File: config.mk
export PLATFORM = sky130hd
export DESIGN_NAME = gpu_command_word_parser
export DESIGN_NICKNAME = d
export VERILOG_FILES = /design/src/design/gcwp_pkg.sv /design/src/design/gcwp_in_stage.sv /design/src/design/gcwp_parser.sv /design/src/design/gpu_command_word_parser.sv
export VERILOG_INCLUDE_DIRS = /design/src /design/src/design
export SDC_FILE = /design/constraint.sdc
export NUM_CORES = 1
export LEC_CHECK = 0
export BUFFER_PORTS_ARGS = -buffer_cell sky130_fd_sc_hd__buf_4
export CELL_PAD_IN_SITES_DETAIL_PLACEMENT = 0
export CELL_PAD_IN_SITES_GLOBAL_PLACEMENT = 2
export CORE_ASPECT_RATIO = 1.2
export CORE_MARGIN = 4
export CORE_UTILIZATION = 37
export DETAILED_ROUTE_END_ITERATION = 8
export HOLD_SLACK_MARGIN = 0.03
export PLACE_DENSITY_LB_ADDON = 0.25
export SYNTH_ARGS = -nofsm -noshare
export SYNTH_HDL_FRONTEND = slang
export SYNTH_SLANG_ARGS = --single-unit
File: constraint.sdc
create_clock -name clk_i -period 9.1 [get_ports clk_i]
set_input_delay 0.91 -clock clk_i [delete_from_list [all_inputs] [get_ports clk_i]]
set_output_delay 0.91 -clock clk_i [all_outputs]
set_load 0.02 [all_outputs]
File: src/design/gpu_command_word_parser_macros.svh
// Assertion macros shared by the command word parser modules.
// Defining ASSERT_OFF removes every assertion from the build.
`ifndef GPU_COMMAND_WORD_PARSER_MACROS_SVH
`define GPU_COMMAND_WORD_PARSER_MACROS_SVH

`ifndef ASSERT_OFF

// A property that must hold at every rising clock edge outside reset.
`define GCWP_ASSERT(name, clk, rst_n, prop, msg) \
  name: assert property (@(posedge clk) disable iff (!rst_n) (prop)) else $error(msg);

// A property that must hold at every rising clock edge outside reset whenever cond is true.
`define GCWP_ASSERT_IMPLIES(name, clk, rst_n, cond, prop, msg) \
  name: assert property (@(posedge clk) disable iff (!rst_n) (cond) |-> (prop)) else $error(msg);

`else

`define GCWP_ASSERT(name, clk, rst_n, prop, msg)
`define GCWP_ASSERT_IMPLIES(name, clk, rst_n, cond, prop, msg)

`endif

`endif

File: src/design/gcwp_pkg.sv
`timescale 1ns / 1ps

package gcwp_pkg;

  // Default width of the blit word counter.
  localparam int unsigned BLIT_COUNT_BITS_DEF = 19;
  // Width of a blit length as computed from a dims word (up to 2^18 words).
  localparam int unsigned BLIT_LEN_BITS = 20;

  // Operation codes of an input beat.
  typedef enum logic [1:0] {
    OP_GP0_WRITE = 2'd0,
    OP_GPUREAD   = 2'd1,
    OP_GP1       = 2'd2,
    OP_NONE      = 2'd3
  } op_e;

  typedef enum logic [2:0] {
    KIND_NONE        = 3'd0,
    KIND_ENV         = 3'd1,
    KIND_QUICK_FILL  = 3'd2,
    KIND_POLYGON     = 3'd3,
    KIND_RECTANGLE   = 3'd4,
    KIND_CPU_TO_VRAM = 3'd5,
    KIND_VRAM_TO_CPU = 3'd6
  } kind_e;

  typedef enum logic [3:0] {
    ROLE_NONE      = 4'd0,
    ROLE_COLOR     = 4'd1,
    ROLE_VERTEX    = 4'd2,
    ROLE_TEXCOORD  = 4'd3,
    ROLE_DIMS      = 4'd4,
    ROLE_SRC_POS   = 4'd5,
    ROLE_BLIT_DATA = 4'd6,
    ROLE_ENV       = 4'd7,
    ROLE_BLIT_READ = 4'd8
  } role_e;

  typedef enum logic [3:0] {
    PH_IDLE       = 4'd0,
    PH_QF_POS     = 4'd1,
    PH_QF_DIMS    = 4'd2,
    PH_POLY_COLOR = 4'd3,
    PH_POLY_VERT  = 4'd4,
    PH_POLY_UV    = 4'd5,
    PH_RECT_POS   = 4'd6,
    PH_RECT_UV    = 4'd7,
    PH_RECT_DIMS  = 4'd8,
    PH_CV_SRC     = 4'd9,
    PH_CV_DIMS    = 4'd10,
    PH_CV_DATA    = 4'd11,
    PH_VC_SRC     = 4'd12,
    PH_VC_DIMS    = 4'd13,
    PH_VC_READ    = 4'd14
  } phase_e;

  // Command classes taken from the top three opcode bits.
  localparam logic [2:0] CLS_MISC        = 3'd0;
  localparam logic [2:0] CLS_POLYGON     = 3'd1;
  localparam logic [2:0] CLS_RECTANGLE   = 3'd3;
  localparam logic [2:0] CLS_CPU_TO_VRAM = 3'd5;
  localparam logic [2:0] CLS_VRAM_TO_CPU = 3'd6;
  localparam logic [2:0] CLS_ENV         = 3'd7;

  localparam logic [7:0] OPC_QUICK_FILL = 8'h02;
  localparam logic [7:0] OPC_ENV_FIRST  = 8'hE1;
  localparam logic [7:0] OPC_ENV_LAST   = 8'hE6;

  // Low opcode bits of the environment commands.
  localparam logic [2:0] ENV_TEXPAGE    = 3'd1;
  localparam logic [2:0] ENV_TEX_WINDOW = 3'd2;
  localparam logic [2:0] ENV_AREA_TL    = 3'd3;
  localparam logic [2:0] ENV_AREA_BR    = 3'd4;
  localparam logic [2:0] ENV_OFFSET     = 3'd5;
  localparam logic [2:0] ENV_MASK_BIT   = 3'd6;

  // GP1 get-info: opcodes 10h..1Fh, info index 2..5 selects E2..E5.
  localparam logic [3:0] GP1_INFO_OPC_HI = 4'h1;
  localparam logic [2:0] GP1_INFO_FIRST  = 3'd2;
  localparam logic [2:0] GP1_INFO_LAST   = 3'd5;

  localparam logic [31:0] READ_LATCH_RESET = 32'hFFFF_FFFF;

  typedef struct packed {
    logic [1:0]  operation;
    logic [31:0] word;
  } in_item_t;

  typedef struct packed {
    logic        accepted;
    logic [2:0]  command_kind;
    logic [3:0]  word_role;
    logic [1:0]  vertex_slot;
    logic [31:0] payload;
    logic        packet_done;
    logic [4:0]  primitive_flags;
    logic [1:0]  rect_size_code;
    logic [31:0] read_data;
    logic        vram_read_ready;
  } out_item_t;

  // Number of 32-bit words in a blit: ceil(w*h/2), where width wraps to
  // 1..1024 and height to 1..512.
  function automatic logic [BLIT_LEN_BITS-1:0] blit_len(input logic [31:0] dims);
    logic [9:0]  w_m1;
    logic [8:0]  h_m1;
    logic [10:0] w_pix;
    logic [9:0]  h_pix;
    logic [20:0] prod;
    logic [20:0] rounded;
    w_m1    = dims[9:0] - 10'd1;
    h_m1    = dims[24:16] - 9'd1;
    w_pix   = {1'b0, w_m1} + 11'd1;
    h_pix   = {1'b0, h_m1} + 10'd1;
    prod    = 21'(w_pix) * 21'(h_pix);
    rounded = (prod + 21'd1) >> 1;
    return rounded[BLIT_LEN_BITS-1:0];
  endfunction

endpackage

File: src/design/gcwp_in_stage.sv
`timescale 1ns / 1ps

module gcwp_in_stage
  import gcwp_pkg::*;
(
  input  logic     clk_i,
  input  logic     rst_ni,
  input  logic     valid_i,
  output logic     stall_o,
  input  in_item_t data_i,
  input  logic     advance_i,
  output logic     valid_o,
  output in_item_t data_o
);

  logic     valid_q, valid_d;
  in_item_t data_q;
  logic     load;

  // The register frees up in the same cycle its beat moves on.
  assign stall_o = valid_q && !advance_i;
  assign load    = valid_i && !stall_o;
  assign valid_d = load || (valid_q && !advance_i);

  always_ff @(posedge clk_i or negedge rst_ni) begin
    if (!rst_ni) begin
      valid_q <= 1'b0;
    end else begin
      valid_q <= valid_d;
    end
  end

  always_ff @(posedge clk_i) begin
    if (load) begin
      data_q <= data_i;
    end
  end

  assign valid_o = valid_q;
  assign data_o  = data_q;

endmodule

File: src/design/gcwp_parser.sv
`timescale 1ns / 1ps
`include "gpu_command_word_parser_macros.svh"

module gcwp_parser
  import gcwp_pkg::*;
#(
  parameter int unsigned BLIT_COUNT_BITS = BLIT_COUNT_BITS_DEF
) (
  input  logic      clk_i,
  input  logic      rst_ni,
  input  logic      fire_i,
  input  in_item_t  item_i,
  output out_item_t result_o
);

  phase_e                     phase_q, phase_d;
  logic [1:0]                 vcount_q, vcount_d;
  logic [4:0]                 held_flags_q, held_flags_d;
  logic [1:0]                 held_rsz_q, held_rsz_d;
  logic [BLIT_COUNT_BITS-1:0] blit_left_q, blit_left_d;
  logic [31:0]                read_latch_q, read_latch_d;
  logic [21:0]                env_q [4];
  logic [21:0]                env_d [4];
  logic [15:0]                texpage_q, texpage_d;
  logic                       rd_ready_q, rd_ready_d;

  logic [7:0]                 opc;
  logic [BLIT_COUNT_BITS-1:0] blit_len_w;
  logic [BLIT_COUNT_BITS-1:0] blit_dec;
  logic [1:0]                 last_vertex;
  logic [1:0]                 env_sel;
  logic                       advance;
  logic                       blit_read;
  kind_e                      kind;
  role_e                      role;
  out_item_t                  res;

  assign opc         = item_i.word[31:24];
  assign blit_len_w  = BLIT_COUNT_BITS'(blit_len(item_i.word));
  assign blit_dec    = blit_left_q - BLIT_COUNT_BITS'(1);
  assign last_vertex = held_flags_q[3] ? 2'd3 : 2'd2;
  assign env_sel     = item_i.word[1:0] - GP1_INFO_FIRST[1:0];

  always_comb begin
    phase_d      = phase_q;
    vcount_d     = vcount_q;
    held_flags_d = held_flags_q;
    held_rsz_d   = held_rsz_q;
    blit_left_d  = blit_left_q;
    read_latch_d = read_latch_q;
    env_d        = env_q;
    texpage_d    = texpage_q;
    rd_ready_d   = rd_ready_q;
    advance      = 1'b0;
    blit_read    = 1'b0;
    kind         = KIND_NONE;
    role         = ROLE_NONE;
    res          = '0;

    unique case (op_e'(item_i.operation))
      OP_GP0_WRITE: begin
        res.accepted = 1'b1;
        unique case (phase_q)
          PH_IDLE: begin
            unique case (opc[7:5])
              CLS_MISC: begin
                if (opc == OPC_QUICK_FILL) begin
                  kind    = KIND_QUICK_FILL;
                  role    = ROLE_COLOR;
                  phase_d = PH_QF_POS;
                end else begin
                  res.accepted = 1'b0;
                end
              end
              CLS_POLYGON: begin
                held_flags_d = opc[4:0];
                vcount_d     = 2'd0;
                kind         = KIND_POLYGON;
                role         = ROLE_COLOR;
                phase_d      = PH_POLY_VERT;
              end
              CLS_RECTANGLE: begin
                held_flags_d = {2'b00, opc[2:0]};
                held_rsz_d   = opc[4:3];
                kind         = KIND_RECTANGLE;
                role         = ROLE_COLOR;
                phase_d      = PH_RECT_POS;
              end
              CLS_CPU_TO_VRAM: begin
                kind    = KIND_CPU_TO_VRAM;
                phase_d = PH_CV_SRC;
              end
              CLS_VRAM_TO_CPU: begin
                kind    = KIND_VRAM_TO_CPU;
                phase_d = PH_VC_SRC;
              end
              CLS_ENV: begin
                if (opc >= OPC_ENV_FIRST && opc <= OPC_ENV_LAST) begin
                  kind = KIND_ENV;
                  role = ROLE_ENV;
                  unique case (opc[2:0])
                    ENV_TEXPAGE:    texpage_d[13:0] = item_i.word[13:0];
                    ENV_TEX_WINDOW: env_d[0] = {2'b00, item_i.word[19:0]};
                    ENV_AREA_TL:    env_d[1] = {3'b000, item_i.word[18:0]};
                    ENV_AREA_BR:    env_d[2] = {3'b000, item_i.word[18:0]};
                    ENV_OFFSET:     env_d[3] = item_i.word[21:0];
                    ENV_MASK_BIT:   texpage_d[15:14] = item_i.word[1:0];
                    default:        texpage_d = texpage_q;
                  endcase
                end else begin
                  res.accepted = 1'b0;
                end
              end
              default: res.accepted = 1'b0;
            endcase
          end
          PH_QF_POS: begin
            kind    = KIND_QUICK_FILL;
            role    = ROLE_VERTEX;
            phase_d = PH_QF_DIMS;
          end
          PH_QF_DIMS: begin
            kind            = KIND_QUICK_FILL;
            role            = ROLE_DIMS;
            res.packet_done = 1'b1;
            phase_d         = PH_IDLE;
          end
          PH_POLY_COLOR, PH_POLY_VERT, PH_POLY_UV: begin
            kind            = KIND_POLYGON;
            res.vertex_slot = vcount_q;
            if (phase_q == PH_POLY_COLOR) begin
              role    = ROLE_COLOR;
              phase_d = PH_POLY_VERT;
            end else if (phase_q == PH_POLY_VERT) begin
              role = ROLE_VERTEX;
              if (held_flags_q[2]) begin
                phase_d = PH_POLY_UV;
              end else begin
                advance = 1'b1;
              end
            end else begin
              role    = ROLE_TEXCOORD;
              advance = 1'b1;
            end
            if (advance) begin
              if (vcount_q >= last_vertex) begin
                res.packet_done = 1'b1;
                phase_d         = PH_IDLE;
                vcount_d        = 2'd0;
              end else begin
                vcount_d = vcount_q + 2'd1;
                phase_d  = held_flags_q[4] ? PH_POLY_COLOR : PH_POLY_VERT;
              end
            end
          end
          PH_RECT_POS, PH_RECT_UV: begin
            kind = KIND_RECTANGLE;
            role = (phase_q == PH_RECT_POS) ? ROLE_VERTEX : ROLE_TEXCOORD;
            if (phase_q == PH_RECT_POS && held_flags_q[2]) begin
              phase_d = PH_RECT_UV;
            end else if (held_rsz_q == 2'd0) begin
              phase_d = PH_RECT_DIMS;
            end else begin
              res.packet_done = 1'b1;
              phase_d         = PH_IDLE;
            end
          end
          PH_RECT_DIMS: begin
            kind            = KIND_RECTANGLE;
            role            = ROLE_DIMS;
            res.packet_done = 1'b1;
            phase_d         = PH_IDLE;
          end
          PH_CV_SRC, PH_VC_SRC: begin
            kind    = (phase_q == PH_CV_SRC) ? KIND_CPU_TO_VRAM : KIND_VRAM_TO_CPU;
            role    = ROLE_SRC_POS;
            phase_d = (phase_q == PH_CV_SRC) ? PH_CV_DIMS : PH_VC_DIMS;
          end
          PH_CV_DIMS, PH_VC_DIMS: begin
            kind        = (phase_q == PH_CV_DIMS) ? KIND_CPU_TO_VRAM : KIND_VRAM_TO_CPU;
            role        = ROLE_DIMS;
            blit_left_d = blit_len_w;
            if (blit_len_w == '0) begin
              res.packet_done = 1'b1;
              phase_d         = PH_IDLE;
            end else if (phase_q == PH_CV_DIMS) begin
              phase_d = PH_CV_DATA;
            end else begin
              phase_d    = PH_VC_READ;
              rd_ready_d = 1'b1;
            end
          end
          PH_CV_DATA: begin
            kind        = KIND_CPU_TO_VRAM;
            role        = ROLE_BLIT_DATA;
            blit_left_d = blit_dec;
            if (blit_dec == '0) begin
              res.packet_done = 1'b1;
              phase_d         = PH_IDLE;
            end
          end
          default: begin
            // GP0 writes are ignored while the CPU drains a VRAM read.
            res.accepted = 1'b0;
            if (phase_q != PH_VC_READ) begin
              phase_d = PH_IDLE;
            end
          end
        endcase
      end
      OP_GPUREAD: begin
        if (phase_q == PH_VC_READ) begin
          blit_read   = 1'b1;
          kind        = KIND_VRAM_TO_CPU;
          role        = ROLE_BLIT_READ;
          blit_left_d = blit_dec;
          if (blit_dec == '0) begin
            res.packet_done = 1'b1;
            phase_d         = PH_IDLE;
            rd_ready_d      = 1'b0;
          end
        end
      end
      OP_GP1: begin
        if (opc[7:4] == GP1_INFO_OPC_HI && item_i.word[2:0] >= GP1_INFO_FIRST &&
            item_i.word[2:0] <= GP1_INFO_LAST) begin
          read_latch_d = {10'd0, env_q[env_sel]};
        end
      end
      default: begin
        res.accepted = 1'b0;
      end
    endcase

    res.command_kind = kind;
    res.word_role    = role;
    res.payload      = res.accepted ? item_i.word : 32'd0;
    if (kind == KIND_POLYGON || kind == KIND_RECTANGLE) begin
      res.primitive_flags = held_flags_d;
    end
    if (kind == KIND_RECTANGLE) begin
      res.rect_size_code = held_rsz_d;
    end
    res.read_data       = blit_read ? 32'd0 : read_latch_d;
    res.vram_read_ready = rd_ready_d;
  end

  always_ff @(posedge clk_i or negedge rst_ni) begin
    if (!rst_ni) begin
      phase_q      <= PH_IDLE;
      vcount_q     <= 2'd0;
      held_flags_q <= 5'd0;
      held_rsz_q   <= 2'd0;
      blit_left_q  <= '0;
      read_latch_q <= READ_LATCH_RESET;
      env_q        <= '{default: '0};
      texpage_q    <= 16'd0;
      rd_ready_q   <= 1'b0;
    end else if (fire_i) begin
      phase_q      <= phase_d;
      vcount_q     <= vcount_d;
      held_flags_q <= held_flags_d;
      held_rsz_q   <= held_rsz_d;
      blit_left_q  <= blit_left_d;
      read_latch_q <= read_latch_d;
      env_q        <= env_d;
      texpage_q    <= texpage_d;
      rd_ready_q   <= rd_ready_d;
    end
  end

  assign result_o = res;

  `GCWP_ASSERT(a_ready_flag_tracks_phase, clk_i, rst_ni, rd_ready_q == (phase_q == PH_VC_READ), "read-ready flag disagrees with parse phase")
  `GCWP_ASSERT_IMPLIES(a_blit_count_live, clk_i, rst_ni, phase_q == PH_CV_DATA || phase_q == PH_VC_READ, blit_left_q != '0, "blit phase with no words left")
  `GCWP_ASSERT_IMPLIES(a_fourth_vertex_quad_only, clk_i, rst_ni, vcount_q == 2'd3, held_flags_q[3], "fourth vertex slot outside a quad")

endmodule

File: src/design/gpu_command_word_parser.sv
`timescale 1ns / 1ps
`include "gpu_command_word_parser_macros.svh"
// Channel   Direction  Signals                               Beat
// -------   ---------  ------------------------------------  ------------------------------
// in        input      in_valid_i, in_stall_o, in_data_i     operation and 32-bit word
// out       output     out_valid_o, out_stall_i, out_data_o  one tagged result per input
//
// Each input beat yields exactly one output beat, and a new beat is taken every
// cycle while the output is not stalled; the rate is set by the single pass from
// the input register through the parser logic into the result register.
// Reset is asynchronous and active low; no clearing pass follows it.
// A stall at the output holds the result register, and the input register
// stalls the input channel only when it is full and cannot hand its beat on.

module gpu_command_word_parser
  import gcwp_pkg::*;
#(
  parameter int unsigned BLIT_COUNT_BITS = BLIT_COUNT_BITS_DEF
) (
  input  logic      clk_i,
  input  logic      rst_ni,
  input  logic      in_valid_i,
  output logic      in_stall_o,
  input  in_item_t  in_data_i,
  output logic      out_valid_o,
  input  logic      out_stall_i,
  output out_item_t out_data_o
);

  logic      out_valid_q, out_valid_d;
  out_item_t out_data_q;
  logic      out_free;
  logic      item_valid;
  in_item_t  item;
  logic      fire;
  out_item_t result;

  // The result register can take a new beat when it is empty or being drained.
  assign out_free = !out_valid_q || !out_stall_i;
  assign fire     = item_valid && out_free;

  gcwp_in_stage u_in_stage (
    .clk_i     (clk_i),
    .rst_ni    (rst_ni),
    .valid_i   (in_valid_i),
    .stall_o   (in_stall_o),
    .data_i    (in_data_i),
    .advance_i (out_free),
    .valid_o   (item_valid),
    .data_o    (item)
  );

  // The parser commits its state only when the beat it works on moves into
  // the result register, so a stall never repeats or drops a state update.
  gcwp_parser #(
    .BLIT_COUNT_BITS (BLIT_COUNT_BITS)
  ) u_parser (
    .clk_i    (clk_i),
    .rst_ni   (rst_ni),
    .fire_i   (fire),
    .item_i   (item),
    .result_o (result)
  );

  assign out_valid_d = fire || (out_valid_q && out_stall_i);

  always_ff @(posedge clk_i or negedge rst_ni) begin
    if (!rst_ni) begin
      out_valid_q <= 1'b0;
    end else begin
      out_valid_q <= out_valid_d;
    end
  end

  always_ff @(posedge clk_i) begin
    if (fire) begin
      out_data_q <= result;
    end
  end

  assign out_valid_o = out_valid_q;
  assign out_data_o  = out_data_q;

  `GCWP_ASSERT_IMPLIES(a_dropped_word_no_payload, clk_i, rst_ni, out_valid_o && !out_data_o.accepted, out_data_o.payload == 32'd0, "payload on a word that was not consumed")
  `GCWP_ASSERT_IMPLIES(a_done_has_kind, clk_i, rst_ni, out_valid_o && out_data_o.packet_done, out_data_o.command_kind != KIND_NONE, "packet end without a command kind")

endmodule

==> results of run 1 <==
==> Yosys cell counts, types with 10 or more instances <==
cell,count
a21oi_1,69
fa_1,69
buf_1,12
dfstp_2,32
a211oi_1,10
o21ai_1,12
clkbuf_1,62
mux4_2,19
nor2b_1,29
nand3_1,33
and2_1,67
nor2_1,129
mux2_1,70
or3_1,11
xor2_1,20
nand2_1,117
nor3_1,27
edfxtp_1,117
ha_1,63
and3_1,14
dfrtp_1,115
nand2b_1,25
o21ai_0,64
mux2_2,28
nor4_1,19
inv_1,95
mux2i_1,30
xnor2_1,25
==> logic make-up after synthesis <==
logic type	count (synthesis)	share of synthesized area
XOR/XNOR	46	0.02507
adder cells (fa/ha/maj)	132	0.1306
buffers and inverters	175	0.03991
flip-flops	264	0.4352
AND/OR/NAND/NOR	522	0.1614
multiplexers	147	0.1102
AO/OA/AOI/OAI	255	0.09758
==> state kept, by name (all words and copies together), names as in the netlist <==
signal / count
out_data_o: 83
u_parser.held_flags_q: 5
u_parser.phase_q: 4
u_in_stage.data_o: 34
u_parser.rd_ready_q: 1
u_in_stage.valid_o: 1
out_valid_o: 1
u_parser.env_q: 80
u_parser.blit_left_q: 19
u_parser.read_latch_q: 32
u_parser.held_rsz_q: 2
u_parser.vcount_q: 2
==> worst max-delay path, delay by kind of cell, from the launching register on <==
| kind | cells | cell delay (ps) |
|---|---|---|
| DFF | 1 | 360 |
| buffers and inverters | 3 | 630 |
| muxes | 1 | 190 |
| AOI/OAI and AO/OA | 6 | 1430 |
| adders and majority gates | 7 | 3190 |
| and+or+nand+nor | 6 | 1520 |
| xor gates and xnor gates | 2 | 790 |
==> metal layers <==
metal,vias to the layer above,track usage
met5,-,0
met4,0,0.04952
met3,52,0.02010
met2,245,0.3083
met1,6011,0.2397
li1,5658,-
==> worst max path at each step <==
| stage | endpoint | slack [ps] | depth (start not counted) |
|---|---|---|---|
| floorplan | out_data_o[0]$_DFFE_PP_ | 1010 | 28 |
| global placement | out_data_o[0]$_DFFE_PP_ | 640 | 26 |
| detailed placement | out_data_o[0]$_DFFE_PP_ | 530 | 26 |
| CTS | out_data_o[0]$_DFFE_PP_ | 500 | 26 |
| global route | out_data_o[0]$_DFFE_PP_ | 20 | 25 |
| finish | out_data_o[0]$_DFFE_PP_ | 710 | 25 |
==> power by group through the flow <==
| stage | sequential, mW | combinational (mW) | clock (mW) |
|---|---|---|---|
| after floorplan | 1.47 | 1.96 | 0 |
| after global placement | 1.50 | 2.78 | 0 |
| after detailed placement | 1.50 | 2.79 | 0 |
| after CTS | 1.47 | 2.81 | 1.15 |
| after global routing | 1.49 | 3.11 | 1.19 |
| final | 1.48 | 2.77 | 1.11 |
==> through the flow <==
| stage | setup slack [ps] | cell area, sq um | std cells | utilization | hold slack [ps] |
|---|---|---|---|---|---|
| floorplan | 1007 | 16620 | 1541 | - | 444.8 |
| global placement | 636.8 | 18160 | 2168 | 0.4115 | 460.8 |
| detailed placement | 527.5 | 18160 | 2168 | 0.4115 | 470.0 |
| CTS | 502.4 | 19060 | 2221 | 0.4318 | 398.4 |
| global route | 21.53 | 19080 | 2221 | 0.4321 | 411.5 |
| finish | 711.0 | 19080 | 2221 | 0.4321 | 349.7 |
==> final cells by class <==
cell class                 count  area, sq um
inverter                      96        361.6
timing repair buffer         147         1107
sequential                   264         7232
fill                        4247        25070
clock inverter                12        96.34
multi-input combinational   1102         8778
tap                          559        699.4
clock buffer                  41        800.8
==> impl_metrics.csv, run 1 <==
group,metric,value,unit
run_status,status,"complete, no violations",
global_routing,grt_pass1_wl,70.01,mm
sta,relSlewSlack,0.2844,
sta,worstMarginPinSlew,1073,ps
power,intPower,3.043,mW
routing,viasPerCell,5.388,
worst_setup_path,r2r_end,"out_data_o[0]$_DFFE_PP_",
worst_setup_path,path_common_cell,"fa_1",
global_routing,grt_pass1_vias,12320,
routing,drt-met1-wl,19.14,mm
layout,final_common_cell,"buf_4",
synth,ys.flop_type,"edfxtp_1",
sta,fin_crit_sh,0.9219,
worst_setup_path,startpoint,"u_in_stage.data_o[16]$_DFFE_PP_",
place,io_buffers,122,
clocking,cts_sinks,264,
synth,synth-seq-cells,264,
global_routing,gr-usage-all-layers,0.1783,
power,p_leak,8.297,nW
synth,syn_area,16620,sq um
worst_setup_path,reg2reg_depth,25,
power,clkPwrFrac,0.208,
worst_setup_path,worstSetupPathType,"register to register",
worst_setup_path,crit-reg2reg-launch,"u_in_stage.data_o[16]$_DFFE_PP_",
power,seqPwrFrac,0.276,
routing,wl_met2,21.21,mm
worst_setup_path,cp_slowest_stage_delay,560,ps
routing,drt_wl_total,43.12,mm
clocking,cts_made_buffers,29,
clocking,cts_max_level,1,
die,io_pins,123,
die,start_util,0.3764,
synth,syn-num-nets,1711,
power,swShare,0.4316,
clocking,path_clk_slew,60,ps
clocking,cts_tree,"done",
synth,netlist_top_cells_area,"edfxtp_1 (21%), dfrtp_1 (17%), fa_1 (8.3%)",
die,die_area,48380,sq um
routing,ant_nets,0,
routing,route.met3.wl,1.675,mm
die,core,44140,sq um
run,maxCapViolCount,0,
power,combPwrFrac,0.517,
layout,area_growth,14.80,%
clocking,insertion_delay,540,ps
power,p_sw,2.311,mW
layout,layout-drive-gt1-share,0.1781,
routing,highest_layer,"met4",
clocking,ctsResizeCount,0,
clocking,ctsRootBufferMaster,"clkbuf_16",
global_routing,antenna_found_initial,0,
synth,synthArstFlopShare,0.5568,
sta,rsz0062_at_grt,"no",
clocking,postCtsHoldBufs,0,
worst_setup_path,crit_path_end_kind,"register",
power,power,5.355,mW
die,rows,84,
routing,drt_pass1_iterations,5,
sta,maxClockFrequency,119.2,MHz
synth,yosys.area.top_type_share,0.2114,
layout,n_antenna_cell,0,
synth,ys_seq_area_frac,0.4352,
synth,avgSynthCellArea,10.78,sq um
synth,yosysTopAreaCell,"edfxtp_1",
clocking,postCtsSetupBuffers,0,
sta,hold_violations,0,
layout,final_nets,1810,
sta,skew,12.61,ps
worst_setup_path,arrival,8670,ps
sta,finalSetupTns,0,ps
routing,wl_per_cell,19.41,um
worst_setup_path,start_kind,"register",
worst_setup_path,slowest_stage,"fa_1",
global_routing,grt_remaining_overflow,0,
sta,drv_slew,0,
worst_setup_path,r2r_slack,710,ps
synth,synth_edf_count,117,
power,powerDensity,280.7,nW/um^2
routing,drc,0,
power,ir_worst_vdd,214.9,uV
min_path,hp-class,"input pin to asynchronous set/reset pin",
worst_setup_path,path_max_fanout,16,
synth,ys_types,81,
worst_setup_path,worstPathRequired,9390,ps
routing,vias,11970,
global_routing,grt_max_degree,78,
place,finalWeightedCongestion,0.8387,
sta,fin_crit,8389,ps
place,post-dp-hpwl,31.10,mm
sta,finalSetupViolCount,0,
die,die_h,240.2,um
synth,syn-instance-count,1541,
routing,drtIter0Drc,715,
die,die_w,201.5,um
clocking,cts.path.max_buffers,3,
layout,final_cell_mix,"buf_4 (146), nor2_1 (129), nand2_1 (117), edfxtp_1 (117), dfrtp_1 (115)",
synth,ys_warn_count,0,
(Power assumes the default switching activity.)
==> run 2, diff against run 1 <==
- ABC_AREA: unset -> 1
- MAX_ROUTING_LAYER: unset -> met4
==> run 2 against run 1 <==
Net effect:
- total power up 1.6%
- clock power rose by 13%
- hold slack gained 100 ps
- global-route usage is 1.9 points higher
- area after synthesis fell by 3.3%
- clock-buffer cell count unchanged
- setup slack improved by 1100 ps
- final cell count grew 16%
- die area decreased by 3.2%
- largest power group unchanged
- synthesized cell count rose by 23%
- via count increased by 7.4%
==> impl_metrics.csv, run 2 <==
group,metric,value,unit
routing,drt_wl_total,44.63,mm
synth,ys_warn_count,0,
worst_setup_path,cp_slowest_stage_delay,550,ps
die,start_util,0.3747,
synth,syn-instance-count,1894,
worst_setup_path,slowest_stage,"fa_1",
synth,ys.flop_type,"edfxtp_1",
sta,relSlewSlack,0.1859,
synth,ys_seq_area_frac,0.4500,
synth,synth-seq-cells,264,
synth,synthArstFlopShare,0.5568,
clocking,ctsRootBufferMaster,"clkbuf_16",
synth,synth_most_common_cell,"nand2_1",
routing,drc,0,
worst_setup_path,path_max_fanout,8,
synth,syn-num-nets,2064,
synth,yosys.area.top_type_share,0.2186,
sta,fin_crit_sh,0.8060,
clocking,cts_max_level,1,
global_routing,grt_remaining_overflow,0,
routing,ant_nets,0,
power,intPower,3.046,mW
power,swShare,0.4402,
power,ir_worst_vdd,314.7,uV
clocking,cts_made_buffers,29,
clocking,cts.path.max_buffers,3,
place,io_buffers,122,
sta,fin_hold_ws,449.5,ps
layout,finalCoreUtilization,0.4349,
synth,syn_area,16070,sq um
sta,skew,29.04,ps
sta,maxClockFrequency,136.3,MHz
run_status,status,"complete, no violations",
global_routing,grt_max_degree,91,
layout,instances_no_fill,2587,
global_routing,grt_pass1_wl,72.09,mm
global_routing,antenna_found_initial,1,
min_path,hp-class,"input pin to asynchronous set/reset pin",
synth,synth_top_cells_by_count,"nand2_1 (398), nor2_1 (311), inv_1 (256), o21ai_0 (178), edfxtp_1 (117)",
die,die_w,198.3,um
synth,synth_edf_count,117,
worst_setup_path,start_kind,"register",
worst_setup_path,worstPathRequired,9520,ps
layout,largest_reg_flops,83,
clocking,cts_tree,"done",
worst_setup_path,worstSetupPathType,"register to register",
power,combPwrFrac,0.501,
sta,rsz0062_at_grt,"no",
place,post-dp-hpwl,33.43,mm
layout,n_antenna_cell,0,
global_routing,gr-usage-all-layers,0.1970,
layout,final_nets,2182,
sta,finalSetupViolCount,0,
power,clkPwrFrac,0.229,
power,seqPwrFrac,0.270,
routing,vias,12850,
power,p_sw,2.395,mW
clocking,path_clk_slew,60,ps
layout,area_growth,16.07,%
clocking,postCtsSetupBuffers,0,
clocking,cts_sinks,264,
routing,drtIter0Drc,740,
die,io_pins,123,
worst_setup_path,path_common_cell,"nand2_1",
die,die_h,236.3,um
synth,netlist_top_cells_area,"edfxtp_1 (22%), dfrtp_1 (18%), nand2_1 (9.3%)",
die,rows,83,
sta,fin_crit,7335,ps
layout,final_common_cell,"nand2_1",
synth,ys_types,50,
clocking,ctsResizeCount,0,
routing,drt_pass1_iterations,5,
global_routing,grt_pass1_vias,13040,
place,dp_cells,2533,
power,p_leak,8.969,nW
sta,worstMarginPinSlew,1217,ps
place,finalWeightedCongestion,0.8938,
die,core,42890,sq um
power,powerDensity,291.7,nW/um^2
layout,final_cell_mix,"nand2_1 (398), nor2_1 (311), inv_1 (254)",
routing,wl_per_cell,17.25,um
synth,yosysTopAreaCell,"edfxtp_1",
run,maxCapViolCount,0,
worst_setup_path,crit_path_end_kind,"register",
sta,hold_violations,0,
sta,finalSetupTns,0,ps
worst_setup_path,arrival,7750,ps
routing,viasPerCell,4.966,
layout,layout-drive-gt1-share,0.1307,
clocking,postCtsHoldBufs,0,
sta,drv_slew,0,
synth,avgSynthCellArea,8.485,sq um
die,die_area,46850,sq um
clocking,insertion_delay,570,ps
-- run 2: logic make-up after synthesis --
logic type      share of synthesized area
compound gates                    0.09958
xor+xnor                          0.02227
fa+ha+maj                          0.1350
simple gates                       0.2175
buf+inv                           0.07560
flops                              0.4500
-- run 2: worst paths after layout --
kind	startpoint	endpoint	slack, ps	cells past startpoint
hold reg to reg	u_parser.read_latch_q[31]$_DFFE_PN1P_	u_parser.read_latch_q[31]$_DFFE_PN1P_	450	2
setup reg to reg	u_in_stage.data_o[1]$_DFFE_PP_	out_data_o[40]$_DFFE_PP_	1770	34
setup / recovery	u_in_stage.data_o[1]$_DFFE_PP_	out_data_o[40]$_DFFE_PP_	1770	34
hold / removal	rst_ni	u_parser.env_q[15]$_DFFE_PN0P_	450	1
max in group asynchronous	rst_ni	u_parser.env_q[53]$_DFFE_PN0P_	7300	2
min in group clk_i	u_parser.read_latch_q[31]$_DFFE_PN1P_	u_parser.read_latch_q[31]$_DFFE_PN1P_	450	2
-- run 2: metal layers --
| layer | GRT usage | wire length, um | share of wire |
|---|---|---|---|
| met2 | 0.3379 | 22630 | 0.51 |
| met5 | - | 0 | 0 |
| met1 | 0.2556 | 19650 | 0.44 |
| met4 | 0.04174 | 866 | 0.019 |
| met3 | 0.01786 | 1485 | 0.033 |
-- run 2: cell type report --
class,count,area (sq um)
tap,552,690.7
inverter,270,1015
multi-input combinational,1308,7641
clock buffer,41,873.3
fill,4315,24240
timing repair buffer,139,1047
sequential,264,7232
clock inverter,13,153.9
-- run 2: critical path, delay by kind of cell (launching register included) --
kind / cells / cell delay [ps]
flops: 1 / 390
simple gates: 17 / 1890
fa+ha+maj: 7 / 3060
xor+xnor: 2 / 750
buf+inv: 5 / 600
compound gates: 3 / 510
-- run 2: power groups by stage --
| stage | clock network (mW) | logic, mW | registers, mW |
|---|---|---|---|
| after floorplan | 0 | 1.87 | 1.52 |
| after global placement | 0 | 2.77 | 1.49 |
| after detailed placement | 0 | 2.75 | 1.49 |
| after CTS | 1.28 | 2.76 | 1.47 |
| after global routing | 1.33 | 3.11 | 1.49 |
| final | 1.25 | 2.72 | 1.47 |
-- run 2: per-stage QoR --
stage          setup WS [ps]  area [sq um]  power [mW]
2_1_floorplan           2111         16070       3.391
3_5_place_dp            1767         17630       4.238
3_3_place_gp            1730         17630       4.265
4_1_cts                 1717         18650       5.518
6_report                1765         18650       5.441
5_1_grt                 1069         18650       5.932
